===== src/rtl/core/tat_pkg.sv =====
// ----------------------------------------------------------------------------
// tat_pkg
// Shared types, register codes and the arctangent table of the tilt angle
// tracker.
// ----------------------------------------------------------------------------
package tat_pkg;

  // fixed field widths of the channels, queue depth and table length
  localparam int SAMPLE_W       = 16;
  localparam int ANGLE_W        = 16;
  localparam int THRESH_W       = 15;
  localparam int GAIN_W         = 9;
  localparam int CFG_INDEX_W    = 3;
  localparam int CFG_DATA_W     = 16;
  localparam int QUEUE_DEPTH    = 4;
  localparam int ATAN_TABLE_LEN = 24;

  // item kinds carried in the func field
  localparam logic FUNC_SAMPLE  = 1'b0;
  localparam logic FUNC_REDRAWN = 1'b1;

  // configuration register indexes
  typedef enum logic [CFG_INDEX_W-1:0] {
    REG_FLAT_THRESHOLD = 3'd0,
    REG_TILT_THRESHOLD = 3'd1,
    REG_SMOOTHING_GAIN = 3'd2,
    REG_NEGATE_ANGLE   = 3'd3,
    REG_ANGLE_OFFSET   = 3'd4,
    REG_REDRAW_STEP    = 3'd5
  } cfg_reg_t;

  typedef struct packed {
    logic                       func;
    logic signed [SAMPLE_W-1:0] accel_x;
    logic signed [SAMPLE_W-1:0] accel_y;
    logic signed [SAMPLE_W-1:0] accel_z;
  } in_item_t;

  typedef struct packed {
    logic signed [ANGLE_W-1:0] tilt_angle;
    logic                      angle_valid;
    logic                      redraw_needed;
  } out_item_t;

  // configuration as seen by the datapath; the tilt threshold is kept squared
  typedef struct packed {
    logic [THRESH_W-1:0]          flat_threshold;
    logic [2*THRESH_W-1:0]        tilt_sq;
    logic [GAIN_W-1:0]            smoothing_gain;
    logic                         negate_angle;
    logic signed [ANGLE_W-1:0]    angle_offset;
    logic [THRESH_W-1:0]          redraw_step;
  } cfg_t;

  // classified item handed from the front to the back
  typedef struct packed {
    logic               func;
    logic               use_sample;
    logic [ANGLE_W-1:0] target;
  } q_item_t;

  // atan(2^-i) in units of 2^-32 turn
  localparam logic [31:0] ATAN_TURN32 [ATAN_TABLE_LEN] = '{
    32'd536870912, 32'd316933406, 32'd167458907, 32'd85004756,
    32'd42667331,  32'd21354465,  32'd10679838,  32'd5340245,
    32'd2670163,   32'd1335087,   32'd667544,    32'd333772,
    32'd166886,    32'd83443,     32'd41722,     32'd20861,
    32'd10430,     32'd5215,      32'd2608,      32'd1304,
    32'd652,       32'd326,       32'd163,       32'd81
  };

  // table entry rounded half up to angle_bits bits per turn
  function automatic logic [31:0] atan_step(int idx, int angle_bits);
    logic [32:0] sum;
    sum = {1'b0, ATAN_TURN32[idx]} + (33'd1 << (31 - angle_bits));
    return 32'(sum >> (32 - angle_bits));
  endfunction

endpackage


===== src/rtl/core/tat_back.sv =====
// ----------------------------------------------------------------------------
// tat_back
// Smoothing accumulator, drawn-angle record and the result register with
// the redraw test.
// ----------------------------------------------------------------------------
module tat_back import tat_pkg::*; (
  input  logic      clk,
  input  logic      rst,
  input  logic      q_valid,
  output logic      q_ready,
  input  q_item_t   q_item,
  input  cfg_t      cfg,
  output logic      out_valid,
  input  logic      out_ready,
  output out_item_t out_data
);

  logic [ANGLE_W-1:0]          smoothed, smoothed_next;
  logic [ANGLE_W-1:0]          drawn, drawn_next;
  logic                        seen, seen_next;
  logic                        fire;
  logic signed [ANGLE_W-1:0]   diff;
  logic signed [ANGLE_W+GAIN_W:0] prod;

  logic                        out_full;
  logic [ANGLE_W-1:0]          out_angle, out_drawn;
  logic                        out_seen;
  logic signed [ANGLE_W-1:0]   d;
  logic signed [ANGLE_W:0]     dx, mag;

  // take an item whenever the result register is free or being emptied
  assign q_ready = !out_full || out_ready;
  assign fire    = q_valid && q_ready;

  // state update for one item
  always_comb begin
    diff          = q_item.target - smoothed;
    prod          = diff * $signed({1'b0, cfg.smoothing_gain});
    smoothed_next = smoothed;
    drawn_next    = drawn;
    seen_next     = seen;
    if (q_item.func == FUNC_SAMPLE) begin
      if (q_item.use_sample) begin
        if (!seen) begin
          smoothed_next = q_item.target;
          seen_next     = 1'b1;
        end else begin
          smoothed_next = smoothed + prod[ANGLE_W+7:8];
        end
      end
    end else begin
      drawn_next = smoothed;
    end
  end

  // tracker state
  always_ff @(posedge clk) begin
    if (rst) begin
      smoothed <= '0;
      drawn    <= '0;
      seen     <= 1'b0;
    end else if (fire) begin
      smoothed <= smoothed_next;
      drawn    <= drawn_next;
      seen     <= seen_next;
    end
  end

  // result register
  always_ff @(posedge clk) begin
    if (rst) begin
      out_full <= 1'b0;
    end else if (fire) begin
      out_full <= 1'b1;
    end else if (out_ready) begin
      out_full <= 1'b0;
    end
  end

  always_ff @(posedge clk) begin
    if (fire) begin
      out_angle <= smoothed_next;
      out_drawn <= drawn_next;
      out_seen  <= seen_next;
    end
  end

  // wrapped distance from the drawn angle against the redraw step
  always_comb begin
    d   = out_angle - out_drawn;
    dx  = {d[ANGLE_W-1], d};
    mag = dx[ANGLE_W] ? -dx : dx;
    out_data.tilt_angle    = out_angle;
    out_data.angle_valid   = out_seen;
    out_data.redraw_needed = mag >= $signed({2'b00, cfg.redraw_step});
  end

  assign out_valid = out_full;

endmodule


===== config.mk =====
export PLATFORM = sky130hd
export DESIGN_NAME = tat_back
export DESIGN_NICKNAME = d
export VERILOG_FILES = /design/src/rtl/core/tat_pkg.sv /design/src/rtl/core/tat_back.sv
export SDC_FILE = /design/constraint.sdc
export NUM_CORES = 1
export LEC_CHECK = 0
export BUFFER_PORTS_ARGS = -buffer_cell sky130_fd_sc_hd__buf_4
export CORE_ASPECT_RATIO = 0.5
export CORE_MARGIN = 4
export CORE_UTILIZATION = 61
export DETAILED_ROUTE_END_ITERATION = 10
export MAX_ROUTING_LAYER = met4
export PLACE_DENSITY_LB_ADDON = 0.25
export SLEW_MARGIN = 0
export SYNTH_ARGS = -nofsm -noshare
export SYNTH_HDL_FRONTEND = slang
export SYNTH_SLANG_ARGS = --single-unit

===== constraint.sdc =====
create_clock -name clk -period 10.85 [get_ports clk]
set_clock_uncertainty 0.05 [all_clocks]
set_input_delay 0 -clock clk [delete_from_list [all_inputs] [get_ports clk]]
set_output_delay 0 -clock clk [all_outputs]
set_load 0.1 [all_outputs]

Word level (Yosys, flattened, before mapping)
Cells that the tools add are included.
{"block": "totals", "out_inout_bits": 20, "wordCells": 26, "register_bits": 67}
{"block": "classes", "addsub": 4, "n_reduce_logical": 4, "mux": 9, "n_mul": 1, "magnitude_cmp": 1}
{"op": "16-bit two-way mux", "n": 4}
{"op": "16-bit subtractor", "n": 2}
{"op": "16-bit by 10-bit multiplier with 24-bit output", "n": 1}
{"op": "17-bit by 16-bit >= comparator with 1-bit output", "n": 1}
{"op": "17-bit two-way mux", "n": 1}
{"op": "16-bit negation with 17-bit output", "n": 1}
{"op": "16-bit adder", "n": 1}
{"op": "1-bit two-way mux", "n": 4}
{"op": "2-bit nonzero test", "n": 1}
{"op": "1-bit logical AND", "n": 1}
{"op": "1-bit zero test", "n": 1}
{"op": "1-bit logical OR", "n": 1}

Longest topological paths before layout
Gate-level depths: netlist of the first run.
{"block": "depth", "ltp_word": 6, "mapped_depth": 39, "ltp_nobuf": 39}

Worst setup path before layout of the first run
OpenSTA, ideal clock, no wires.
{"block": "synth_path", "path_kind": "reg-to-reg", "start": "register smoothed[0]", "end": "register out_angle[14] (data pin)", "period_less_slack_ns": 8.512, "setup_slack_ns": 2.338, "path_buffers": 1, "arrival_time_ns": 8.195, "stages_incl_launch_ff": 38, "setup_time_ns": 0.267, "path_cell_list": "dfxtp_1 ha_1 fa_1 nor2b_1 o21ai_0 a21boi_0 o21ai_0 a21oi_1 o21ai_1 a21boi_0 or3_1 clkbuf_1 nand3_1 fa_1 inv_1 fa_1 fa_1 fa_1 (+2 left out) inv_1 ha_1 or4_1 o21ai_0 a21oi_1 a21oi_1 nor2b_1 o21a_1 nor2_1 xnor2_1 ha_1 nor3_1 a211o_1 o21ai_0 a2111oi_0 a41o_1 a21oi_1 o21ai_0"}
{"block": "synth_between", "elab_chain_cells": 6}
{"element": "start, declared", "line_no": "tat_back.sv:18", "text": "logic [ANGLE_W-1:0] smoothed, smoothed_next;"}
{"element": "start signal, assigned", "line_no": "tat_back.sv:63", "text": "smoothed <= smoothed_next;"}
{"element": "16-bit subtractor", "line_no": "tat_back.sv:37", "text": "diff = q_item.target - smoothed;"}
{"element": "16-bit by 10-bit multiplier with 24-bit output", "line_no": "tat_back.sv:38", "text": "prod = diff * $signed({1'b0, cfg.smoothing_gain});"}
{"element": "16-bit adder (*)", "line_no": "tat_back.sv:48", "text": "smoothed_next = smoothed + prod[ANGLE_W+7:8];"}
{"element": "16-bit two-way mux (*)", "line_no": "tat_back.sv:44", "text": "if (!seen) begin"}
{"element": "16-bit two-way mux (*)", "line_no": "tat_back.sv:43", "text": "if (q_item.use_sample) begin"}
{"element": "16-bit two-way mux (*)", "line_no": "tat_back.sv:42", "text": "if (q_item.func == FUNC_SAMPLE) begin"}
{"element": "named net smoothed_next[14]", "line_no": "tat_back.sv:18"}
{"element": "end signal, assigned", "line_no": "tat_back.sv:82", "text": "out_angle <= smoothed_next;"}
{"element": "end, declared", "line_no": "tat_back.sv:26", "text": "logic [ANGLE_W-1:0] out_angle, out_drawn;"}
The timed path passes the listed nets; every way through them passes the cells marked *.
A chain may end at the register's enable or synchronous reset.

Worst setup path after layout of the first run
Same ends and word-level chain as after synthesis.

==> impl_metrics.csv, run 1 <==
group,metric,value,unit
sta,max_slew_margin,0.2691,
global_routing,grt_use_met3,0.03038,
sta,worstMarginPinSlew,1.096,ns
sta,final.min_clock_period,9.548,ns
clock_network,cts.htree.levels,3,
min_path,min_path_type,"primary input to flop",
yosys,synth_enable_flop_cells,33,
yosys,syn_area,0.01051,mm^2
yosys,yosys_warnings,0,
route,first_pass_iters,5,
global_routing,grt_pass1_vias,8431,
critical_path,critPathLaunchType,"flop",
global_routing,grt_overflow,0,
clock_network,clock_latency,0.32,ns
clock_network,tritoncts,"done",
sta,fin_setup_tns,0,ns
placed_design,dp.final_hpwl,18820,um
cells_and_area,diodes,0,
critical_path,path_class,"flop to flop",
route,drc,0,
clock_network,clkTransAtPathRegs,0.05,ns
global_routing,busiest_layer,"met2",
clock_network,cts-root-buf,"clkbuf_16",
critical_path,critical_path_arrival,9.52,ns
clock_network,cts_buffer_depth,2,
sta,final_hold_viol_count,0,
critical_path,cp-end-kind,"flop",
yosys,synthArstFlopShare,0,
global_routing,met2_usage,0.4241,
global_routing,grt_pass1_wl,39820,um
cells_and_area,final_nets,1576,
placed_design,io_buffers,65,
global_routing,use_met1,0.3324,
critical_path,path_delay_family,"adder cells",
die,dieHeight,100.8,um
die,rows,33,
sta,drv_slew,0,
critical_path,crit_buf_inv,3,
run,cap_violations,0,
critical_path,path_max_fanout,9,
route,wl_per_cell,15.85,um
route,antenna_left,0,
die,coreArea,0.01664,mm^2
die,start_util,0.6314,
global_routing,track_usage,0.2526,
route,drt_iter0_drc,474,
route,num_vias,8166,
die,dieArea,0.01951,mm^2
clock_network,ctsResizeCount,0,
yosys,yosys_most_used_dff,"dfxtp_1",
yosys,yosysSeqAreaShare,0.1591,
yosys,synth.avg_cell_area,8.851,um^2
yosys,synth_nets,1526,
sta,rsz0062_at_grt,"false",
route,drt-total-wl,23290,um
critical_path,required,10.82,ns
die,die_w,193.6,um
route,via_per_inst,5.559,
yosys,synthCells,1187,
cells_and_area,drive_gt1_frac,0.1055,
run_status,status,"completed",
critical_path,slowest_delay,0.56,ns
global_routing,antenna_found_initial,0,
global_routing,grt_max_degree,50,
yosys,ys_seq_elements,67,
cells_and_area,area_growth,9.182,%
sta,setup_viol,0,
sta,finalCritPeriodShare,0.8800,
yosys,synthDistinctLibCells,70,
placed_design,gp_congestion,0.9410,
critical_path,cp_common_cell,"fa_1",
critical_path,cp_slowest_cell,"fa_1",
clock_network,clkSinkCount,67,
clock_network,numCtsBuffers,9,
sta,fmax,104.7,MHz
cells_and_area,fillers,1294,
die,ioPinCount,128,
## layout make-up
cell class	count	area [um^2]	area share
Multi-Input combinational cell	885	7938	0.6920
Sequential cell	67	1672	0.1457
Inverter	198	743.2	0.06479
Timing Repair Buffer	76	573.1	0.04996
Tap cell	227	284.0	0.02476
Clock buffer	10	229.0	0.01996
Clock inverter	6	32.53	0.002836
## cell families after synthesis
group / Yosys count / share of synthesized area
xor gates and xnor gates: 69 / 0.05752
DFF: 67 / 0.1591
AOI/OAI and AO/OA: 186 / 0.1247
buffers and inverters: 235 / 0.08539
muxes: 56 / 0.05621
and+or+nand+nor: 343 / 0.1584
adders and majority gates: 231 / 0.3587
## cell usage after synthesis, drive strengths merged (3+ instances only)
library cell  instances  area share
a211oi               16       0.011
a21boi                7      0.0050
a21o                 17       0.012
a21oi                41       0.020
a31oi                 7      0.0048
and2                 45       0.027
and3                 12      0.0071
buf                   7      0.0039
clkbuf               30       0.011
dfxtp                34       0.065
edfxtp               33       0.094
fa                  117        0.22
ha                  114        0.14
inv                 198       0.071
mux2                 24       0.026
mux2i                32       0.030
nand2               110       0.039
nand2b               21       0.013
nand3                17      0.0081
nand4                 3      0.0018
nor2                 78       0.028
nor2b                21       0.013
nor3                 18      0.0095
nor4                  4      0.0024
o211ai                3      0.0021
o21a                 13      0.0093
o21ai                43       0.022
o21bai                7      0.0050
o31ai                 3      0.0021
o41ai                 5      0.0074
or3                   5      0.0030
or4                   3      0.0021
xnor2                48       0.040
xor2                 21       0.018
## path summary, 6_finish.rpt
kind / startpoint / to / slack, ns / depth (start not counted)
worst min register to register: drawn[5] / drawn[5] / 0.44 / 2
worst min-delay path: q_item[15] / smoothed[15] / 0.02 / 3
worst max-delay path: smoothed[0] / out_angle[14] / 1.30 / 36
worst max register to register: smoothed[0] / out_angle[14] / 1.30 / 36
## sequential cells by signal, summed over array words and instances, names as in the netlist
name / flops
drawn: 16
out_angle: 16
out_drawn: 16
out_seen: 1
out_valid: 1
seen: 1
smoothed: 16
## through the flow
step / util / cell area, um^2 / std cells / hold slack (ns) / setup slack (ns)
3_3_place_gp: 0.6731 / 11200 / 1452 / 0.2135 / 1.613
3_5_place_dp: 0.6731 / 11200 / 1452 / 0.2342 / 1.334
4_1_cts: 0.6894 / 11470 / 1469 / 0.01096 / 1.336
5_1_grt: 0.6894 / 11470 / 1469 / 0.03648 / 0.5745
6_report: 0.6894 / 11470 / 1469 / 0.01972 / 1.302
2_1_floorplan: - / 10510 / 1187 / 0.07947 / 2.338
## cell usage in the layout (no fill, tap or decap), drive strengths merged, types with 4 or more instances in the layout
cell type	instances
or3	5
nand2	110
xnor2	48
o21a	13
mux2i	32
buf	75
a21oi	41
and3	12
clkbuf	10
clkinv	5
xor2	21
edfxtp	33
dfxtp	34
nor2b	21
o21bai	7
nor2	78
a211oi	16
nand3	17
a21o	17
a21boi	7
a31oi	7
and2	45
mux2	24
o41ai	5
nor4	4
inv	198
fa	117
nor3	18
nand2b	21
o21ai	43
ha	114
## layer usage
metal / share of wire / vias up
li1: - / 4010
met1: 0.46 / 3881
met2: 0.47 / 252
met3: 0.061 / 23
met4: 0.010 / 0
met5: 0 / -
## timing repair
item                      in CTS  in global routing
setup buffers                  0                  0
hold endpoints to repair       1                  0
hold buffers                   1                  0
## worst reg2reg max path, delay by kind of cell (launching register included)
| kind | cells | cell delay, ns |
|---|---|---|
| DFF | 1 | 0.36 |
| buffers and inverters | 3 | 0.14 |
| AOI/OAI and AO/OA | 16 | 3.26 |
| adders and majority gates | 9 | 3.75 |
| and+or+nand+nor | 7 | 1.50 |
| xor gates and xnor gates | 1 | 0.18 |
Power of run 1 is not shown: default switching activity piles up to over one toggle a cycle in this logic, so the estimate is an artifact.
==> run 2, diff against run 1 <==
--- a/config.mk
+++ b/config.mk
@@ -8,5 +8,7 @@
 export BUFFER_PORTS_ARGS = -buffer_cell sky130_fd_sc_hd__buf_4
+export CELL_PAD_IN_SITES_DETAIL_PLACEMENT = 0
+export CELL_PAD_IN_SITES_GLOBAL_PLACEMENT = 1
 export CORE_ASPECT_RATIO = 0.5
 export CORE_MARGIN = 4
-export CORE_UTILIZATION = 61
+export CORE_UTILIZATION = 46
 export DETAILED_ROUTE_END_ITERATION = 10
--- a/constraint.sdc
+++ b/constraint.sdc
@@ -4,2 +4,2 @@
 set_output_delay 0 -clock clk [all_outputs]
-set_load 0.1 [all_outputs]
+set_load 0.01 [all_outputs]
==> run 2 against run 1 <==
Compared with the run above:
- core utilization shrank 16 points
- first-iteration DRC count shrank 6.5%
- worst hold slack gained 0.0013 ns
- wire length shrank 0.23%
- die area grew 31%
- register-to-register slack is essentially flat
- largest cell class unchanged
==> impl_metrics.csv, run 2 (same netlist as run 1, synthesis figures left out) <==
group,metric,value,unit
run_status,status,"completed",
sta,final.min_clock_period,9.535,ns
global_routing,grt_overflow,0,
critical_path,cp_slowest_cell,"fa_1",
critical_path,required,10.81,ns
die,die_w,221.7,um
critical_path,path_max_fanout,9,
global_routing,grt_max_degree,50,
clock_network,ctsResizeCount,0,
cells_and_area,final_common_cell,"inv_1",
placed_design,gp_congestion,0.8552,
die,ioPinCount,128,
critical_path,critPathLaunchType,"flop",
cells_and_area,multi_input_area,0.007938,mm^2
route,drt-total-wl,23230,um
die,start_util,0.4762,
die,dieHeight,114.9,um
critical_path,cp-end-kind,"flop",
clock_network,numCtsBuffers,9,
global_routing,antenna_found_initial,0,
clock_network,clock_latency,0.32,ns
cells_and_area,final_nets,1579,
sta,worstMarginPinSlew,1.095,ns
clock_network,cts_buffer_depth,2,
critical_path,critical_path_arrival,9.50,ns
route,drt_iter0_drc,443,
sta,final_hold_viol_count,0,
cells_and_area,fillers,2062,
cells_and_area,area_growth,10.65,%
die,rows,38,
clock_network,clkTransAtPathRegs,0.05,ns
clock_network,postCtsSetupRepairBufs,0,
global_routing,grt_pass1_vias,8271,
sta,fin_setup_tns,0,ns
clock_network,clkSinkCount,67,
route,first_pass_iters,4,
critical_path,slowest_delay,0.56,ns
cells_and_area,diodes,0,
placed_design,dp.final_hpwl,19180,um
route,antenna_left,0,
critical_path,cp_common_cell,"fa_1",
global_routing,track_usage,0.1945,
min_path,min_path_type,"primary input to flop",
sta,setup_viol,0,
sta,fmax,104.9,MHz
cells_and_area,drive_gt1_frac,0.1052,
placed_design,pre_cts_ws,1.244,ns
route,drc,0,
global_routing,grt_pass1_wl,40320,um
sta,drv_slew,0,
placed_design,io_buffers,65,
clock_network,cts.htree.levels,3,
sta,rsz0062_at_grt,"false",
cells_and_area,layout_common_cells,"inv_1 (197), fa_1 (117), ha_1 (114)",
cells_and_area,regArea,0.001672,mm^2
die,dieArea,0.02547,mm^2
route,wl_per_cell,15.04,um
sta,max_slew_margin,0.2702,
run,cap_violations,0,
clock_network,cts-root-buf,"clkbuf_16",
clock_network,tritoncts,"done",
sta,setup_ws,1.315,ns
sta,finalCritPeriodShare,0.8788,
route,via_per_inst,5.122,
critical_path,path_class,"flop to flop",
die,coreArea,0.02206,mm^2
route,num_vias,7913,
[run 2: worst paths after layout]
kind	from	to	slack, ns	depth (start not counted)
setup / recovery	smoothed[0]	out_angle[14]	1.31	36
hold / removal	rst	drawn[1]	0.02	2
setup reg to reg	smoothed[0]	out_angle[14]	1.31	36
hold reg to reg	drawn[4]	drawn[4]	0.44	2
[run 2: metrics by stage]
stage | instances | area (um^2) | utilization | hold WS (ns)
2_1_floorplan | 1187 | 10510 | - | 0.07947
3_3_place_gp | 1527 | 11310 | 0.5125 | 0.1980
3_5_place_dp | 1527 | 11310 | 0.5125 | 0.2184
4_1_cts | 1545 | 11620 | 0.5269 | 0.01145
5_1_grt | 1545 | 11620 | 0.5269 | 0.03060
6_report | 1545 | 11620 | 0.5269 | 0.02107
[run 2: per-layer routing]
metal,global-route usage,routed length (um),vias to the layer above,part of all wire
met1,0.2737,12120,3773,0.52
li1,-,-,4015,-
met3,0.01735,597,8,0.026
met5,-,0,-,0
met2,0.3173,10380,117,0.45
met4,0.02890,129,0,0.0056
[run 2: area by class of cell]
class / instances / share of cell area
inverter: 198 / 0.06393
clock inverter: 2 / 0.003014
timing repair buffer: 79 / 0.05145
clock buffer: 14 / 0.02271
multi-input combinational: 885 / 0.6828
sequential: 67 / 0.1438
tap: 300 / 0.03229
[run 2: worst max-delay path: cells and delay by family, from the launching register on]
kind / cells / cell delay (ns)
flip-flops: 1 / 0.35
XOR/XNOR: 1 / 0.19
AND/OR/NAND/NOR: 7 / 1.43
AO/OA/AOI/OAI: 16 / 3.29
adder cells (fa/ha/maj): 9 / 3.74
buffers and inverters: 3 / 0.15
[run 2: timing repair]
item	CTS	global route
hold buffers	2	0
endpoints found under the hold margin	1	0
setup endpoints to repair	0	0
Power of run 2 is left out for the same reason.
==> run 3, diff against run 2 <==
Settings changed: CORE_MARGIN 4 to 2, REMOVE_ABC_BUFFERS from default to 1.
==> run 3 against run 2 <==
Compared with the run above:
- wire length fell by 1.8%
- via count fell by 0.29%
- core utilization fell by 1.1 points
- critical path type unchanged
- largest cell class unchanged
==> impl_metrics.csv, run 3 (same netlist as run 1, synthesis figures left out) <==
group,metric,value,unit
sta,fin_setup_tns,0,ns
clock_network,postCtsSetupRepairBufs,0,
placed_design,postPlaceCellArea,0.01131,mm^2
sta,max_slew_margin,0.2865,
route,drc,0,
clock_network,ctsResizeCount,0,
route,drt_iter0_drc,452,
critical_path,slowest_delay,0.55,ns
cells_and_area,layout_common_cells,"inv_1 (197), fa_1 (117), ha_1 (114)",
clock_network,clock_latency,0.32,ns
route,wl_per_cell,14.70,um
sta,rsz0062_at_grt,"false",
critical_path,critical_path_arrival,9.54,ns
die,die_w,217.7,um
route,antenna_left,0,
critical_path,path_max_fanout,9,
critical_path,cp_common_cell,"fa_1",
die,start_util,0.4650,
die,dieArea,0.02414,mm^2
die,coreArea,0.02259,mm^2
sta,drv_slew,0,
route,first_pass_iters,6,
critical_path,path_class,"flop to flop",
cells_and_area,final_nets,1579,
route,drt-total-wl,22810,um
cells_and_area,finalInstanceArea,0.01166,mm^2
sta,setup_viol,0,
clock_network,cts.htree.levels,3,
min_path,min_path_type,"primary input to flop",
critical_path,required,10.82,ns
die,dieHeight,110.9,um
placed_design,io_buffers,65,
global_routing,track_usage,0.2063,
critical_path,r2r_cells,36,
clock_network,tritoncts,"done",
global_routing,grt_pass1_vias,8037,
route,via_per_inst,5.084,
critical_path,r2r_slack,1.28,ns
die,rows,39,
global_routing,grt_max_degree,50,
clock_network,cts_buffer_depth,2,
critical_path,cp-end-kind,"flop",
run,cap_violations,0,
cells_and_area,final_common_cell,"inv_1",
global_routing,grt_overflow,0,
clock_network,cts-root-buf,"clkbuf_16",
sta,worstMarginPinSlew,1.070,ns
critical_path,critPathLaunchType,"flop",
clock_network,clkTransAtPathRegs,0.05,ns
placed_design,gp_congestion,0.8712,
global_routing,grt_pass1_wl,39470,um
cells_and_area,area_growth,11.03,%
sta,final_hold_viol_count,0,
placed_design,dp.final_hpwl,18850,um
critical_path,cp_slowest_cell,"fa_1",
run_status,status,"completed",
sta,finalCritPeriodShare,0.8818,
min_path,holdPathStages,2,
sta,final.min_clock_period,9.568,ns
route,num_vias,7890,
cells_and_area,diodes,0,
clock_network,numCtsBuffers,9,
cells_and_area,drive_gt1_frac,0.1068,
die,ioPinCount,128,
global_routing,antenna_found_initial,0,
clock_network,clkSinkCount,67,
sta,fmax,104.5,MHz
==> run 3: repair_timing <==
action	4_1_cts	5_1_grt
hold endpoints to repair	2	0
hold buffers	3	0
endpoints found under the setup margin	0	0
==> run 3: worst paths after layout <==
| check | startpoint | to |
|---|---|---|
| min | rst | drawn[13] |
| max | smoothed[0] | out_angle[14] |
| max reg2reg | smoothed[0] | out_angle[14] |
| min reg2reg | drawn[7] | drawn[7] |
==> run 3: metal layers <==
layer	GRT usage	vias up	wire length (um)
met2	0.3380	85	10520
met4	0.03946	0	163
li1	-	4019	-
met3	0.01509	16	518
met5	-	-	0
met1	0.2843	3770	11610
==> run 3: final cells by class <==
| cell class | count | area [um^2] |
|---|---|---|
| Clock buffer | 10 | 239.0 |
| Tap cell | 307 | 384.1 |
| Multi-Input combinational cell | 885 | 7938 |
| Inverter | 198 | 743.2 |
| Sequential cell | 67 | 1672 |
| Fill cell | 2142 | 10930 |
| Clock inverter | 6 | 88.84 |
| Timing Repair Buffer | 79 | 600.6 |
==> run 3: per-stage QoR <==
| step | worst slack, ns | cells | utilization | hold slack (ns) |
|---|---|---|---|---|
| 6_report | 1.282 | 1552 | 0.5163 | 0.01107 |
| 5_1_grt | 0.4257 | 1552 | 0.5163 | 0.03985 |
| 4_1_cts | 1.306 | 1552 | 0.5163 | 0.007196 |
| 3_5_place_dp | 1.317 | 1533 | 0.5005 | 0.2042 |
| 3_3_place_gp | 1.418 | 1533 | 0.5005 | 0.1936 |
| 2_1_floorplan | 2.425 | 1150 | - | 0.01907 |
==> run 3: critical path: cells and delay by family, from the launching register on <==
| kind | cells | cell delay (ns) |
|---|---|---|
| AND/OR/NAND/NOR | 7 | 1.47 |
| flip-flops | 1 | 0.36 |
| XOR/XNOR | 1 | 0.19 |
| adder cells (fa/ha/maj) | 9 | 3.75 |
| AO/OA/AOI/OAI | 16 | 3.27 |
| buffers and inverters | 3 | 0.14 |
Power of run 3 is left out for the same reason.
