## config.mk

```make
export PLATFORM = sky130hd
export DESIGN_NAME = tat_cfg
export DESIGN_NICKNAME = d
export VERILOG_FILES = /design/src/rtl/core/tat_pkg.sv /design/src/rtl/core/tat_cfg.sv
export SDC_FILE = /design/constraint.sdc
export NUM_CORES = 1
export LEC_CHECK = 0
export BUFFER_PORTS_ARGS = -buffer_cell sky130_fd_sc_hd__buf_2
export CAP_MARGIN = 20
export CORE_ASPECT_RATIO = 0.9
export CORE_UTILIZATION = 45
export DETAILED_ROUTE_END_ITERATION = 12
export PLACE_DENSITY = 0.75
export SLEW_MARGIN = 20
export SYNTH_ARGS = -nofsm -noshare
export SYNTH_HDL_FRONTEND = slang
export SYNTH_SLANG_ARGS = --single-unit
```

## constraint.sdc

```tcl
create_clock -name clk -period 7.3 [get_ports clk]
set_clock_uncertainty 0.05 [all_clocks]
set_input_delay 0.365 -clock clk [delete_from_list [all_inputs] [get_ports clk]]
set_output_delay 0.365 -clock clk [all_outputs]
set_load 0.02 [all_outputs]
```

## src/rtl/core/tat_pkg.sv

```systemverilog
// ----------------------------------------------------------------------------
// tat_pkg
// Shared types, register codes and the arctangent table of the tilt angle
// tracker.
// ----------------------------------------------------------------------------
package tat_pkg;

  // fixed field widths of the channels, queue depth and table length
  localparam int SAMPLE_W       = 16;
  localparam int ANGLE_W        = 16;
  localparam int THRESH_W       = 15;
  localparam int GAIN_W         = 9;
  localparam int CFG_INDEX_W    = 3;
  localparam int CFG_DATA_W     = 16;
  localparam int QUEUE_DEPTH    = 4;
  localparam int ATAN_TABLE_LEN = 24;

  // item kinds carried in the func field
  localparam logic FUNC_SAMPLE  = 1'b0;
  localparam logic FUNC_REDRAWN = 1'b1;

  // configuration register indexes
  typedef enum logic [CFG_INDEX_W-1:0] {
    REG_FLAT_THRESHOLD = 3'd0,
    REG_TILT_THRESHOLD = 3'd1,
    REG_SMOOTHING_GAIN = 3'd2,
    REG_NEGATE_ANGLE   = 3'd3,
    REG_ANGLE_OFFSET   = 3'd4,
    REG_REDRAW_STEP    = 3'd5
  } cfg_reg_t;

  typedef struct packed {
    logic                       func;
    logic signed [SAMPLE_W-1:0] accel_x;
    logic signed [SAMPLE_W-1:0] accel_y;
    logic signed [SAMPLE_W-1:0] accel_z;
  } in_item_t;

  typedef struct packed {
    logic signed [ANGLE_W-1:0] tilt_angle;
    logic                      angle_valid;
    logic                      redraw_needed;
  } out_item_t;

  // configuration as seen by the datapath; the tilt threshold is kept squared
  typedef struct packed {
    logic [THRESH_W-1:0]          flat_threshold;
    logic [2*THRESH_W-1:0]        tilt_sq;
    logic [GAIN_W-1:0]            smoothing_gain;
    logic                         negate_angle;
    logic signed [ANGLE_W-1:0]    angle_offset;
    logic [THRESH_W-1:0]          redraw_step;
  } cfg_t;

  // classified item handed from the front to the back
  typedef struct packed {
    logic               func;
    logic               use_sample;
    logic [ANGLE_W-1:0] target;
  } q_item_t;

  // atan(2^-i) in units of 2^-32 turn
  localparam logic [31:0] ATAN_TURN32 [ATAN_TABLE_LEN] = '{
    32'd536870912, 32'd316933406, 32'd167458907, 32'd85004756,
    32'd42667331,  32'd21354465,  32'd10679838,  32'd5340245,
    32'd2670163,   32'd1335087,   32'd667544,    32'd333772,
    32'd166886,    32'd83443,     32'd41722,     32'd20861,
    32'd10430,     32'd5215,      32'd2608,      32'd1304,
    32'd652,       32'd326,       32'd163,       32'd81
  };

  // table entry rounded half up to angle_bits bits per turn
  function automatic logic [31:0] atan_step(int idx, int angle_bits);
    logic [32:0] sum;
    sum = {1'b0, ATAN_TURN32[idx]} + (33'd1 << (31 - angle_bits));
    return 32'(sum >> (32 - angle_bits));
  endfunction

endpackage

```

## src/rtl/core/tat_cfg.sv

```systemverilog
// ----------------------------------------------------------------------------
// tat_cfg
// Configuration register file; keeps the tilt threshold squared for the
// magnitude test.
// ----------------------------------------------------------------------------
module tat_cfg import tat_pkg::*; (
  input  logic                   clk,
  input  logic                   rst,
  input  logic                   cfg_valid,
  output logic                   cfg_ready,
  input  logic [CFG_INDEX_W-1:0] cfg_index,
  input  logic [CFG_DATA_W-1:0]  cfg_data,
  output cfg_t                   cfg
);

  localparam int TILT_RESET = 3277;

  logic [THRESH_W-1:0]       flat_threshold;
  logic [2*THRESH_W-1:0]     tilt_sq;
  logic [GAIN_W-1:0]         smoothing_gain;
  logic                      negate_angle;
  logic signed [ANGLE_W-1:0] angle_offset;
  logic [THRESH_W-1:0]       redraw_step;

  // writes never stall
  assign cfg_ready = 1'b1;

  // register writes
  always_ff @(posedge clk) begin
    if (rst) begin
      flat_threshold <= THRESH_W'(6554);
      tilt_sq        <= (2*THRESH_W)'(TILT_RESET * TILT_RESET);
      smoothing_gain <= GAIN_W'(64);
      negate_angle   <= 1'b1;
      angle_offset   <= '0;
      redraw_step    <= THRESH_W'(182);
    end else if (cfg_valid && cfg_ready) begin
      unique case (cfg_index)
        REG_FLAT_THRESHOLD: flat_threshold <= cfg_data[THRESH_W-1:0];
        REG_TILT_THRESHOLD: tilt_sq <= (2*THRESH_W)'(cfg_data[THRESH_W-1:0]) *
                                       (2*THRESH_W)'(cfg_data[THRESH_W-1:0]);
        REG_SMOOTHING_GAIN: smoothing_gain <= cfg_data[GAIN_W-1:0];
        REG_NEGATE_ANGLE:   negate_angle <= cfg_data[0];
        REG_ANGLE_OFFSET:   angle_offset <= cfg_data;
        REG_REDRAW_STEP:    redraw_step <= cfg_data[THRESH_W-1:0];
        default: ;
      endcase
    end
  end

  assign cfg.flat_threshold = flat_threshold;
  assign cfg.tilt_sq        = tilt_sq;
  assign cfg.smoothing_gain = smoothing_gain;
  assign cfg.negate_angle   = negate_angle;
  assign cfg.angle_offset   = angle_offset;
  assign cfg.redraw_step    = redraw_step;

endmodule

```

Word-level counts from Yosys, hierarchy flattened. Index checks and enable logic that the tools add are counted.

RAM bits: 0. Bits in read-only memories: 0. Bits in latches: 0. Logic and storage cells: 19. Bits in registers: 86. Output and inout bits: 87. Memories kept: 0. Input bits: 22.

Eq/ne operators: 5. Multiplexer cells: 0. Bitwise gates (word level): 0. Add/sub/neg operators: 0. Divide/modulo/power cells: 0. Shift operators: 0. Order comparisons: 0. Reduce and logical (&&, ||, !) cells: 7. Multiply operators: 1.

Operator list (count): 15-bit by 15-bit multiplier with 30-bit output (1); 2-bit AND reduction (6); 3-bit by 2-bit == test with 1-bit output, second input constant (2); 3-bit == test, second input constant (2); 3-bit by 1-bit == test with 1-bit output, second input constant (1); 3-bit logical NOT (1).

Logic depth before layout (Yosys ltp). Gate-level depths: netlist (run 1).

Depth after elaboration: 2. Depth in mapped cells: 24. Depth with buffers taken out: 21.

Least setup slack after synthesis (run 1). Ideal clock, no wire load.

Path type: input -> register. Start point: input cfg_data[5]. End point: register tilt_sq[28]. Stages: 20. Slack: 1542 ps. Arrival: 5581 ps. Library setup time: 127 ps. Data required time: 7123 ps. Buffers on the path: 3. Cell sequence: clkbuf_1 -> clkbuf_1 -> nand2_1 -> fa_1 -> inv_1 -> fa_1 -> fa_1 -> fa_1 -> fa_1 -> inv_1 -> fa_1 -> inv_1 -> ha_1 -> buf_4 -> a21oi_1 -> o21ai_0 -> a211oi_1 -> o21a_4 -> nor3_2 -> or3_1.

Word-level cells in the longest chain between the ends: 1.

RTL lines: from (decl) (line tat_cfg.sv:12) `input logic [CFG_DATA_W-1:0] cfg_data,`; 15-bit by 15-bit multiplier with 30-bit output (line tat_cfg.sv:40) `REG_TILT_THRESHOLD: tilt_sq <= (2*THRESH_W)'(cfg_data[THRESH_W-1:0]) *`; to (signal assigned) (line tat_cfg.sv:32) `tilt_sq <= (2*THRESH_W)'(TILT_RESET * TILT_RESET);`; to (signal assigned) (line tat_cfg.sv:40); to (decl) (line tat_cfg.sv:19) `logic [2*THRESH_W-1:0] tilt_sq;`.

No other way between the ends. A chain may end at the register's enable or synchronous reset.

Worst setup path in the final report (run 1).
Start point: input cfg_data[8]. End point: register tilt_sq[21].

The elaborated chain is that of the path after synthesis.

==> results of run 1 <==
kinds of logic after synthesis:
kind of cell    count (synthesis)  synth area share
compound gates                168             0.114
xor+xnor                       26            0.0239
fa+ha+maj                     228             0.406
buf+inv                       254             0.104
flops                          85             0.179
mux                             5           0.00539
other cells                     2          0.000789
simple gates                  345             0.167
worst max-delay path, delay by kind of cell:
family	cells	cell delay (ns)
adder cells (fa/ha/maj)	7	3.39
AO/OA/AOI/OAI	6	1.41
buffers and inverters	7	0.56
AND/OR/NAND/NOR	1	0.23
Yosys cell counts (5+ instances only):
library cell and count:
sky130_fd_sc_hd__xor2_1 8, sky130_fd_sc_hd__a21oi_1 75, sky130_fd_sc_hd__nand3_1 14, sky130_fd_sc_hd__buf_4 6, sky130_fd_sc_hd__clkbuf_1 45, sky130_fd_sc_hd__nor3_1 8, sky130_fd_sc_hd__o21ai_0 15, sky130_fd_sc_hd__fa_1 135
sky130_fd_sc_hd__nand4_1 7, sky130_fd_sc_hd__a31oi_1 5, sky130_fd_sc_hd__or3_1 5, sky130_fd_sc_hd__o211ai_1 12, sky130_fd_sc_hd__nor2_1 21, sky130_fd_sc_hd__nand2_1 214, sky130_fd_sc_hd__o21ai_1 8, sky130_fd_sc_hd__inv_1 194
sky130_fd_sc_hd__ha_1 93, sky130_fd_sc_hd__xnor2_1 18, sky130_fd_sc_hd__o21a_1 6, sky130_fd_sc_hd__dfxtp_1 85, sky130_fd_sc_hd__and2_1 42, sky130_fd_sc_hd__a21o_1 7
metrics by stage:
step           hold WS, ns  cell area [µm²]  utilization  worst slack (ns)  instances
5_1_grt              0.257            10500        0.504              1.33       1466
3_3_place_gp         0.387            10200        0.490              1.32       1450
3_5_place_dp         0.394            10200        0.490              1.23       1450
2_1_floorplan        0.396             9520            -              1.54       1113
6_report             0.199            10500        0.504              1.56       1466
4_1_cts              0.189            10500        0.504              1.60       1466
power breakdown:
part	total [W]	internal (W)	switching, W	leakage (nW)
combinational	0.00428	0.00170	0.00259	4.47
sequential	0.000511	0.000495	0.0000165	0.690
clock	0.000466	0.000246	0.000219	0.142
per-layer routing:
metal  wire length (µm)  vias to the layer above  part of all wire
met3               1130                       42             0.050
li1                   -                     3629                 -
met2              11600                      211              0.51
met5                  0                        -                 0
met4                495                        0             0.022
met1               9460                     3788              0.42
worst paths after layout:
| kind | end | cells after the start |
|---|---|---|
| min | angle_offset[15]$_SDFFE_PP0P_ | 3 |
| min reg2reg | tilt_sq[9]$_SDFFE_PP0P_ | 2 |
| max reg2reg | tilt_sq[28]$_SDFFE_PP0P_ | 3 |
| max | tilt_sq[21]$_SDFFE_PP1P_ | 21 |
cell type report:
| class | instances | area (µm²) | share of cell area |
|---|---|---|---|
| clock buffers | 10 | 239 | 0.0228 |
| clock inverters | 6 | 53.8 | 0.00514 |
| inverters | 194 | 728 | 0.0695 |
| multi-input cells | 774 | 6830 | 0.652 |
| flip-flops and latches | 85 | 1700 | 0.162 |
| well taps | 286 | 358 | 0.0342 |
| repair buffers | 111 | 568 | 0.0542 |
state kept, by name, summed over array words and instances, names as in the netlist:
name,flops
flat_threshold,15
tilt_sq,29
smoothing_gain,9
angle_offset,16
redraw_step,15
negate_angle,1
==> out/qor_table.md, run 1 <==
| Quantity | Value | Unit |
|---|---|---|
| Hold bufs inserted after CTS | 0 | - |
| Most common library cell in the layout ignoring fill and taps | sky130_fd_sc_hd__nand2_1 | - |
| Required time reported for the critical path endpoint | 7.52 | ns |
| Fin. Hold Viols | 0 | - |
| Clock tree from TritonCTS | yes | - |
| Total number of nets in the final design | 1,425 | - |
| Number of warning messages in the yosys log | 0 | - |
| Number of violations reported at the end of detailed-routing iteration 0 | 570 | - |
| Sum of negative setup slack | 0 | ns |
| Post-synthesis instance total | 1,113 | - |
| Share of async-settable or async-resettable flops after synthesis | 0 | - |
| Leading cell types in the layout, fill and taps excluded | 214 x sky130_fd_sc_hd__nand2_1, 194 x sky130_fd_sc_hd__inv_1, 135 x sky130_fd_sc_hd__fa_1 | - |
| Power density relative to cell area | 502 | nW/µm² |
| Core area | 20,800 | µm² |
| Port Buffer Count | 106 | - |
| Number of buffers between clock root and the deepest sink | 2 | - |
| Postcts setup bufs | 0 | - |
| Number of vias per cell after detailed routing | 5.23 | - |
| Area added between synthesis and finish | 10.0 | % |
| Starting density of the core | 0.459 | - |
| Mean post-synth cell area | 8.56 | µm² |
| Worst Hold Launch | cfg_data[15] | - |
| Library cell occupying the most area in the post-synthesis netlist | sky130_fd_sc_hd__fa_1 | - |
| Synth top area share | 0.284 | - |
| Startpoint type of the worst setup path | input port | - |
| Ranking of synthesized cells by area | sky130_fd_sc_hd__fa_1 28%, sky130_fd_sc_hd__dfxtp_1 18%, sky130_fd_sc_hd__ha_1 12%, sky130_fd_sc_hd__nand2_1 8.4%, sky130_fd_sc_hd__inv_1 7.6% | - |
| Count of final max-slew check failures | 0 | - |
| Via count of the first global-routing pass | 7,751 | - |
| FF+latch count, synth | 85 | - |
| Slew of the pin with the lowest slew margin | 0.802 | ns |
| Net count after synthesis | 1,363 | - |
| Library cell used as clock root buffer | sky130_fd_sc_hd__clkbuf_16 | - |
| Final Total Pwr | 0.00526 | W |
| Number of top-level pins | 109 | - |
| Grt met2 use | 0.377 | - |
| Final HPWL from detailed placement | 17,600 | µm |
| Slack of the worst reg-to-reg path | 6.39 | ns |
| M3 GR Usage | 0.0347 | - |
| RSZ-0062 raised after global routing | false | - |
| Cells resized by post-CTS repair | 0 | - |
| Clock latency at the later pin of the worst-skew pair | 0.35 | ns |
| Start of the worst register-to-register path | tilt_sq[28]$_SDFFE_PP0P_ | - |
| Lkg Pwr | 5.30 | nW |
| Cells traversed along the worst timing path | buf_2 > and2_1 > fa_1 > inv_1 > fa_1 > inv_1 > fa_1 > inv_1 > fa_1 > inv_1 > fa_1 > inv_1 > fa_1 > inv_1 > ha_1 > a21oi_1 > o21ai_1 > a311oi_2 > a21boi_1 > o21a_1 > o31ai_1 | - |
| Post-route clock period utilization | 0.787 | - |
| H-tree depth | 3 | - |
| Die span in x | 155 | µm |
| Number of fill cells | 1,953 | - |
| Share of final-layout standard cells stronger than drive strength 1 | 0.126 | - |
| Peak supply drop | 0.568 | mV |
| Biggest cell delay along the critical path | 0.54 | ns |
| Run status | completed | - |
| Clock buffers created by TritonCTS | 9 | - |
| Most common flop cell mapped by yosys | sky130_fd_sc_hd__dfxtp_1 | - |
| Register area share after synthesis | 0.179 | - |
| Clock-pin transition on the worst setup and hold timing paths | 0.07 | ns |
| Initial antenna violation count | 0 | - |
| Worst min-delay path class | in2reg | - |
| DRC violations left | 0 | - |
| Crit path max fanout | 19 | - |
| Distinct cell type count of the synthesized netlist | 68 | - |
| Endpoint arrival time on the critical path | 5.96 | ns |
| Global-route wire length before repair | 37,700 | µm |
| Peak clock frequency supported by timing | 174 | MHz |
| Number of max-capacitance violations reported | 0 | - |
| Via count | 7,670 | - |
| Final Routed Wirelength | 22,700 | µm |
| Category of the most critical setup path | in2reg | - |
| Worst setup startpoint | cfg_data[8] | - |
| Critical Path End Type | flip-flop | - |
| Largest net degree at the start of global routing | 60 | - |
| GPL Wtd Cong | 0.870 | - |
| Antenna fix cells | 0 | - |
| Die Area | 21,800 | µm² |
| Slew Limit Headroom | 0.462 | - |
| Synthesized cell area | 9520 | µm² |
| Global route total overflow | 0 | - |
| Overall global routing resource usage | 0.219 | - |
| Detailed-routing iteration count for the pre-antenna-repair pass | 5 | - |
| Clock Sink Count | 85 | - |
| Slowest stage cell, crit path | sky130_fd_sc_hd__fa_1 | - |
| Met1 layer usage reported by global route | 0.279 | - |
| Wire per inst | 15.5 | µm |
| Number of antenna-violating nets in the routed design | 0 | - |
| EDFF count, synth | 0 | - |
| Final setup vio count | 0 | - |
| Most heavily used metal layer in global routing | met2 | - |
| Cell Rows | 50 | - |
| Vert. Die Dim | 140 | µm |
| Crit path time final | 5.74 | ns |
Power figures use the tool's default switching activity.
==> inputs of run 2 (changes only) <==
Settings changed: ABC_AREA set to 1, PLACE_DENSITY 0.75 to 0.77.
Clock period 7.3 ns to 5.2 ns, I/O delays scaled along.
==> out/qor_table.md, run 2 <==
| Quantity | Value | Unit | Change |
|---|---|---|---|
| Synth top area share | 0.272 | - | was 0.284 |
| Library cell occupying the most area in the post-synthesis netlist | sky130_fd_sc_hd__fa_1 | - | unchanged |
| Synthesized cell area | 9930 | µm² | was 9520 µm² |
| Final setup vio count | 0 | - | unchanged |
| Slew Limit Headroom | 0.406 | - | was 0.462 |
| Worst min-delay path class | in2reg | - | unchanged |
| Number of violations reported at the end of detailed-routing iteration 0 | 579 | - | was 570 |
| Finished Layout Cells | 1,793 | - | was 1,466 |
| Worst min-delay path endpoint | angle_offset[15]$_SDFFE_PP0P_ | - | unchanged |
| Slew of the pin with the lowest slew margin | 0.890 | ns | was 0.802 ns |
| Slack of the worst reg-to-reg path | 4.35 | ns | was 6.39 ns |
| Most instantiated cells after synthesis | 330 x sky130_fd_sc_hd__inv_1, 305 x sky130_fd_sc_hd__nand2_1, 135 x sky130_fd_sc_hd__fa_1, 100 x sky130_fd_sc_hd__nor2_1, 93 x sky130_fd_sc_hd__ha_1 | - | was 214 x sky130_fd_sc_hd__nand2_1, 194 x sky130_fd_sc_hd__inv_1, 135 x sky130_fd_sc_hd__fa_1, 93 x sky130_fd_sc_hd__ha_1, 85 x sky130_fd_sc_hd__dfxtp_1 |
| Die span in x | 159 | µm | was 155 µm |
| H-tree depth | 3 | - | unchanged |
| Vert. Die Dim | 143 | µm | was 140 µm |
| Final HPWL from detailed placement | 21,300 | µm | was 17,600 µm |
| Initial antenna violation count | 0 | - | unchanged |
| Mean post-synth cell area | 7.43 | µm² | was 8.56 µm² |
| Length of routed met2 wiring | 12,400 | µm | was 11,600 µm |
| Final Routed Wirelength | 25,700 | µm | was 22,700 µm |
| Uppermost routed layer | met4 | - | unchanged |
| WL met3 | 1060 | µm | was 1130 µm |
| Met1 Routed Length | 11,200 | µm | was 9460 µm |
| EDFF count, synth | 0 | - | unchanged |
| Share of async-settable or async-resettable flops after synthesis | 0 | - | unchanged |
| Count of final max-slew check failures | 0 | - | unchanged |
| FF+latch count, synth | 85 | - | unchanged |
| Starting density of the core | 0.459 | - | about the same |
| Peak clock frequency supported by timing | 199 | MHz |  |
| Number of antenna-violating nets in the routed design | 0 | - | unchanged |
| Final Worst Setup Slack | 0.170 | ns | was 1.56 ns |
| Worst Hold Launch | cfg_data[15] | - | unchanged |
| Post-route clock period utilization | 0.967 | - |  |
| Endpoint arrival time on the critical path | 5.23 | ns | was 5.96 ns |
| Most common library cell in the layout ignoring fill and taps | sky130_fd_sc_hd__inv_1 | - | was sky130_fd_sc_hd__nand2_1 |
| Distinct cell type count of the synthesized netlist | 35 | - | was 68 |
| Via count | 8,731 | - | was 7,670 |
| Number of top-level pins | 109 | - | unchanged |
| Global-route wire length before repair | 42,300 | µm | was 37,700 µm |
| Biggest cell delay along the critical path | 0.57 | ns | was 0.54 ns |
| Clock-pin transition on the worst setup and hold timing paths | 0.07 | ns | about the same |
| Post-synthesis instance total | 1,336 | - | was 1,113 |
| Count of placed standard cells including taps | 1,777 | - | was 1,450 |
| Most common flop cell mapped by yosys | sky130_fd_sc_hd__dfxtp_1 | - | unchanged |
| Register area share after synthesis | 0.171 | - | was 0.179 |
| GPL Wtd Cong | 0.930 | - | was 0.870 |
| Critical Path End Type | flip-flop | - | unchanged |
| Library cell used as clock root buffer | sky130_fd_sc_hd__clkbuf_16 | - | unchanged |
| Overall global routing resource usage | 0.239 | - | was 0.219 |
| Fin. Hold Viols | 0 | - | unchanged |
| Number of vias per cell after detailed routing | 4.87 | - | was 5.23 |
| Category of the most critical setup path | in2reg | - | unchanged |
| Crit path time final | 5.03 | ns |  |
| Hold depth | 3 | - | unchanged |
| Sum of negative setup slack | 0 | ns | unchanged |
| Antenna fix cells | 0 | - | unchanged |
| Largest net degree at the start of global routing | 62 | - | was 60 |
| Largest reg by FF count | tilt_sq | - | unchanged |
| Post-placement worst setup slack | -0.226 | ns | was 1.23 ns |
| Port Buffer Count | 106 | - | unchanged |
| Depth of the worst register-to-register path | 4 | - | was 3 |
| Run status | completed | - | unchanged |
| RSZ-0062 raised after global routing | true | - | was false |
| Hold bufs inserted after CTS | 0 | - | unchanged |
| Total number of nets in the final design | 1,747 | - | was 1,425 |
| Via count of the first global-routing pass | 8,843 | - | was 7,751 |
| Clock tree from TritonCTS | yes | - | unchanged |
| Start of the worst register-to-register path | tilt_sq[19]$_SDFFE_PP0P_ | - | was tilt_sq[28]$_SDFFE_PP0P_ |
| Number of buffers between clock root and the deepest sink | 2 | - | unchanged |
| Net count after synthesis | 1,586 | - | was 1,363 |
| DRC violations left | 0 | - | unchanged |
| Detailed-routing iteration count for the pre-antenna-repair pass | 5 | - | unchanged |
| RR Endpoint | tilt_sq[19]$_SDFFE_PP0P_ | - | was tilt_sq[28]$_SDFFE_PP0P_ |
| Share of final-layout standard cells stronger than drive strength 1 | 0.180 | - | was 0.126 |
| Required time reported for the critical path endpoint | 5.40 | ns | was 7.52 ns |
| Area added between synthesis and finish | 18.7 | % | was 10.0% |
| Crit path max fanout | 14 | - | was 19 |
| Flip-flop count of the largest register, all copies and words added | 29 | - | unchanged |
| Global route total overflow | 0 | - | unchanged |
| Core area | 21,600 | µm² | was 20,800 µm² |
| Library cell with the highest instance count after synthesis | sky130_fd_sc_hd__inv_1 | - | was sky130_fd_sc_hd__nand2_1 |
| Cell Rows | 51 | - | was 50 |
| Number of max-capacitance violations reported | 0 | - | unchanged |
| Clock latency at the later pin of the worst-skew pair | 0.35 | ns | about the same |
| Number of warning messages in the yosys log | 0 | - | unchanged |
| Wire per inst | 14.3 | µm | was 15.5 µm |
| Ranking of synthesized cells by area | sky130_fd_sc_hd__fa_1 27%, sky130_fd_sc_hd__dfxtp_1 17%, sky130_fd_sc_hd__inv_1 12%, sky130_fd_sc_hd__ha_1 12%, sky130_fd_sc_hd__nand2_1 12% | - | was sky130_fd_sc_hd__fa_1 28%, sky130_fd_sc_hd__dfxtp_1 18%, sky130_fd_sc_hd__ha_1 12%, sky130_fd_sc_hd__nand2_1 8.4%, sky130_fd_sc_hd__inv_1 7.6% |
| Clock Sink Count | 85 | - | unchanged |
| Leading cell types in the layout, fill and taps excluded | 329 x sky130_fd_sc_hd__inv_1, 295 x sky130_fd_sc_hd__nand2_1, 135 x sky130_fd_sc_hd__fa_1 | - | was 214 x sky130_fd_sc_hd__nand2_1, 194 x sky130_fd_sc_hd__inv_1, 135 x sky130_fd_sc_hd__fa_1 |
| Clock buffers created by TritonCTS | 9 | - | unchanged |
| Startpoint type of the worst setup path | input port | - | unchanged |
| Slowest stage cell, crit path | sky130_fd_sc_hd__fa_1 | - | unchanged |
| Largest registers | tilt_sq x29, angle_offset x16 | - | unchanged |
| Die Area | 22,700 | µm² | was 21,800 µm² |
-- run 2: changes by cell type after synthesis, moves of 24 or more --
cell,delta
sky130_fd_sc_hd__nand2_1,+91
sky130_fd_sc_hd__a21oi_1,-24
sky130_fd_sc_hd__inv_1,+136
sky130_fd_sc_hd__o21ai_0,+36
sky130_fd_sc_hd__nand3_1,+33
sky130_fd_sc_hd__nor2_1,+79
sky130_fd_sc_hd__and2_1,-41
-- run 2: worst max-delay path, delay by kind of cell --
kind / cells / cell delay, ns
adder cells (fa/ha/maj): 7 / 3.38
buffers and inverters: 9 / 0.78
AND/OR/NAND/NOR: 9 / 0.83
-- run 2: timing repair --
action,in CTS,in global routing
setup buffers,0,0
endpoints found under the setup margin,0,19
gates resized for setup,0,33
-- run 2: kinds of logic after synthesis --
group           share of synthesized area
other cells                      0.000756
simple gates                        0.206
flops                               0.171
xor+xnor                           0.0168
buf+inv                             0.149
compound gates                     0.0674
fa+ha+maj                           0.389
-- run 2: how the worst max path moves through the flow --
stage | startpoint | end | slack (ns)
global route | cfg_data[2] | tilt_sq[28]$_SDFFE_PP0P_ | -0.06
detailed placement | cfg_data[2] | tilt_sq[29]$_SDFFE_PP0P_ | -0.23
CTS | cfg_data[2] | tilt_sq[29]$_SDFFE_PP0P_ | 0.09
floorplan | cfg_data[12] | tilt_sq[22]$_SDFFE_PP0P_ | 0.005
global placement | cfg_data[2] | tilt_sq[29]$_SDFFE_PP0P_ | -0.21
finish | cfg_data[2] | tilt_sq[28]$_SDFFE_PP0P_ | 0.17
-- run 2: area by class of cell --
class	instances	area, µm²
fillers	1958	9850
multi-input cells	868	6910
flip-flops and latches	85	1700
inverters	335	1260
repair buffers	198	1230
well taps	291	364
clock buffers	10	239
clock inverters	6	81.3
-- run 2: metrics by stage --
step                      utilization  cell area, µm²  hold slack, ns
after floorplan                     -            9950           0.345
after global placement          0.523           11300           0.386
after detailed placement        0.523           11300           0.397
after CTS                       0.538           11600          0.0872
after global routing            0.545           11800           0.137
final                           0.545           11800          0.0892
-- run 2: metal layers --
metal,GRT usage,up-vias
met4,0.101,0
met2,0.399,221
met1,0.308,4170
li1,-,4276
met3,0.0370,64
met5,0,-
Power of run 2 is not shown: default switching activity piles up to over one toggle a cycle in this logic, so the estimate is an artifact.
==> inputs of run 3 (changes only) <==
Settings changed: CAP_MARGIN 20 to 10, RECOVER_POWER set to 100.
==> out/qor_table.md, run 3 (synthesized netlist as in run 2, its figures left out) <==
| Quantity | Value | Unit | Change |
|---|---|---|---|
| Run status | finished with violations | - | was completed |
| Failing checks | max-capacitance violations, max-slew violations | - |  |
| WHS | 0.0888 | ns | was 0.0892 ns |
| Number of max-capacitance violations reported | 1 | - | was 0 |
| Fin. Hold Viols | 0 | - | unchanged |
| Port Buffer Count | 106 | - | unchanged |
| Number of buffers between clock root and the deepest sink | 2 | - | unchanged |
| Category of the most critical setup path | in2reg | - | unchanged |
| Endpoint arrival time on the critical path | 5.23 | ns | about the same |
| Clock-pin transition on the worst setup and hold timing paths | 0.07 | ns | about the same |
| Final Worst Setup Slack | 0.169 | ns | was 0.170 ns |
| Detailed-routing iteration count for the pre-antenna-repair pass | 6 | - | was 5 |
| Post-Layout Inst Area | 11,700 | µm² | was 11,800 µm² |
| Via count of the first global-routing pass | 8,843 | - | unchanged |
| Worst min-delay path class | in2reg | - | unchanged |
| Starting density of the core | 0.459 | - | unchanged |
| Worst Hold Launch | cfg_data[15] | - | unchanged |
| Slew Limit Headroom | -0.469 | - | was 0.406 |
| Wire per inst | 14.4 | µm | was 14.3 µm |
| Die Area | 22,700 | µm² | unchanged |
| Overall global routing resource usage | 0.239 | - | unchanged |
| Clock latency at the later pin of the worst-skew pair | 0.35 | ns | about the same |
| Number of violations reported at the end of detailed-routing iteration 0 | 570 | - | was 579 |
| Startpoint type of the worst setup path | input port | - | unchanged |
| Largest registers | tilt_sq x29, angle_offset x16 | - | unchanged |
| Total buffers and inverters traversed by the critical path | 8 | - | was 9 |
| Depth of the worst register-to-register path | 4 | - | unchanged |
| Start of the worst register-to-register path | tilt_sq[19]$_SDFFE_PP0P_ | - | unchanged |
| Area added between synthesis and finish | 17.5 | % | was 18.7% |
| Top delay family on crit path | adder cells | - | unchanged |
| Most common library cell in the layout ignoring fill and taps | sky130_fd_sc_hd__inv_1 | - | unchanged |
| Post-placement worst setup slack | -0.226 | ns | unchanged |
| Cell Rows | 51 | - | unchanged |
| Required time reported for the critical path endpoint | 5.40 | ns | about the same |
| Peak clock frequency supported by timing | 199 | MHz | about the same |
| Sequential cell area | 1700 | µm² | unchanged |
| Worst min-delay path endpoint | angle_offset[15]$_SDFFE_PP0P_ | - | unchanged |
| Number of antenna-violating nets in the routed design | 0 | - | unchanged |
| Global route total overflow | 0 | - | unchanged |
| Clock tree from TritonCTS | yes | - | unchanged |
| Number of fill cells | 2,007 | - | was 1,958 |
| Total number of nets in the final design | 1,747 | - | unchanged |
| GPL Wtd Cong | 0.930 | - | unchanged |
| Crit path time final | 5.03 | ns | about the same |
| Vert. Die Dim | 143 | µm | unchanged |
| Clock buffers created by TritonCTS | 9 | - | unchanged |
| Number of top-level pins | 109 | - | unchanged |
| Largest net degree at the start of global routing | 62 | - | unchanged |
| Total area of multi-input combinational cells | 6910 | µm² | unchanged |
| Core occupancy in the finished layout | 0.539 | - | was 0.545 |
| Final HPWL from detailed placement | 21,300 | µm | unchanged |
| Slack of the worst reg-to-reg path | 4.36 | ns | was 4.35 ns |
| Count of final max-slew check failures | 62 | - | was 0 |
| Hold bufs inserted after CTS | 0 | - | unchanged |
| H-tree depth | 3 | - | unchanged |
| Crit path max fanout | 14 | - | unchanged |
| RSZ-0062 raised after global routing | true | - | unchanged |
| Final Routed Wirelength | 25,800 | µm | was 25,700 µm |
| Core area | 21,600 | µm² | unchanged |
| Hold depth | 3 | - | unchanged |
| Number of vias per cell after detailed routing | 4.87 | - | about the same |
| RR Endpoint | tilt_sq[19]$_SDFFE_PP0P_ | - | unchanged |
| Library cell used as clock root buffer | sky130_fd_sc_hd__clkbuf_16 | - | unchanged |
| DRC violations left | 0 | - | unchanged |
| Via count | 8,724 | - | was 8,731 |
| Critical Path End Type | flip-flop | - | unchanged |
| Share of final-layout standard cells stronger than drive strength 1 | 0.121 | - | was 0.180 |
| Slew of the pin with the lowest slew margin | 2.20 | ns | was 0.890 ns |
| Largest reg by FF count | tilt_sq | - | unchanged |
| Slowest stage cell, crit path | sky130_fd_sc_hd__fa_1 | - | unchanged |
| Biggest cell delay along the critical path | 0.57 | ns | about the same |
| Flip-flop count of the largest register, all copies and words added | 29 | - | unchanged |
| Final setup vio count | 0 | - | unchanged |
| Leading cell types in the layout, fill and taps excluded | 329 x sky130_fd_sc_hd__inv_1, 295 x sky130_fd_sc_hd__nand2_1, 135 x sky130_fd_sc_hd__fa_1 | - | unchanged |
| Initial antenna violation count | 0 | - | unchanged |
| Global-route wire length before repair | 42,300 | µm | unchanged |
| Post-route clock period utilization | 0.968 | - | was 0.967 |
| Cells resized by post-CTS repair | 0 | - | unchanged |
| Die span in x | 159 | µm | unchanged |
| Clock Sink Count | 85 | - | unchanged |
| Postcts setup bufs | 0 | - | unchanged |
| Placement Cell Area | 11,300 | µm² | unchanged |
| Antenna fix cells | 0 | - | unchanged |
run 3: worst reg2reg max path: cells and delay by family, from the launching register on:
| family | cells | cell delay (ns) |
|---|---|---|
| flip-flops | 1 | 0.36 |
| AO/OA/AOI/OAI | 1 | 0.08 |
| buffers and inverters | 1 | 0.05 |
| AND/OR/NAND/NOR | 2 | 0.24 |
run 3: worst max-delay path by stage:
stage                       from                       end  slack [ns]  depth (start not counted)
floorplan           cfg_data[12]  tilt_sq[22]$_SDFFE_PP0P_       0.005                         23
global placement     cfg_data[2]  tilt_sq[29]$_SDFFE_PP0P_       -0.21                         24
detailed placement   cfg_data[2]  tilt_sq[29]$_SDFFE_PP0P_       -0.23                         24
CTS                  cfg_data[2]  tilt_sq[29]$_SDFFE_PP0P_        0.09                         24
global route         cfg_data[2]  tilt_sq[28]$_SDFFE_PP0P_       -0.06                         25
finish               cfg_data[2]  tilt_sq[22]$_SDFFE_PP0P_        0.17                         25
run 3: layout make-up:
type                    instances  share of cell area
well taps                     291              0.0312
flip-flops and latches         85               0.146
repair buffers                198              0.0957
multi-input cells             868               0.592
clock inverters                 6             0.00697
clock buffers                  10              0.0205
inverters                     335               0.108
run 3: routing by layer:
layer / vias to the layer above / track usage / routed length [µm] / part of all wire
li1: 4279 / - / - / -
met1: 4172 / 0.308 / 11200 / 0.44
met2: 212 / 0.399 / 12500 / 0.48
met3: 61 / 0.0370 / 1100 / 0.043
met4: 0 / 0.101 / 966 / 0.037
met5: - / 0 / 0 / 0
run 3: stage by stage:
stage / std cells / setup TNS, ns
global placement: 1777 / -2.54
detailed placement: 1777 / -2.84
global route: 1793 / -0.357
finish: 1793 / 0
CTS: 1793 / 0
floorplan: 1336 / 0
Power of run 3 is left out for the same reason.
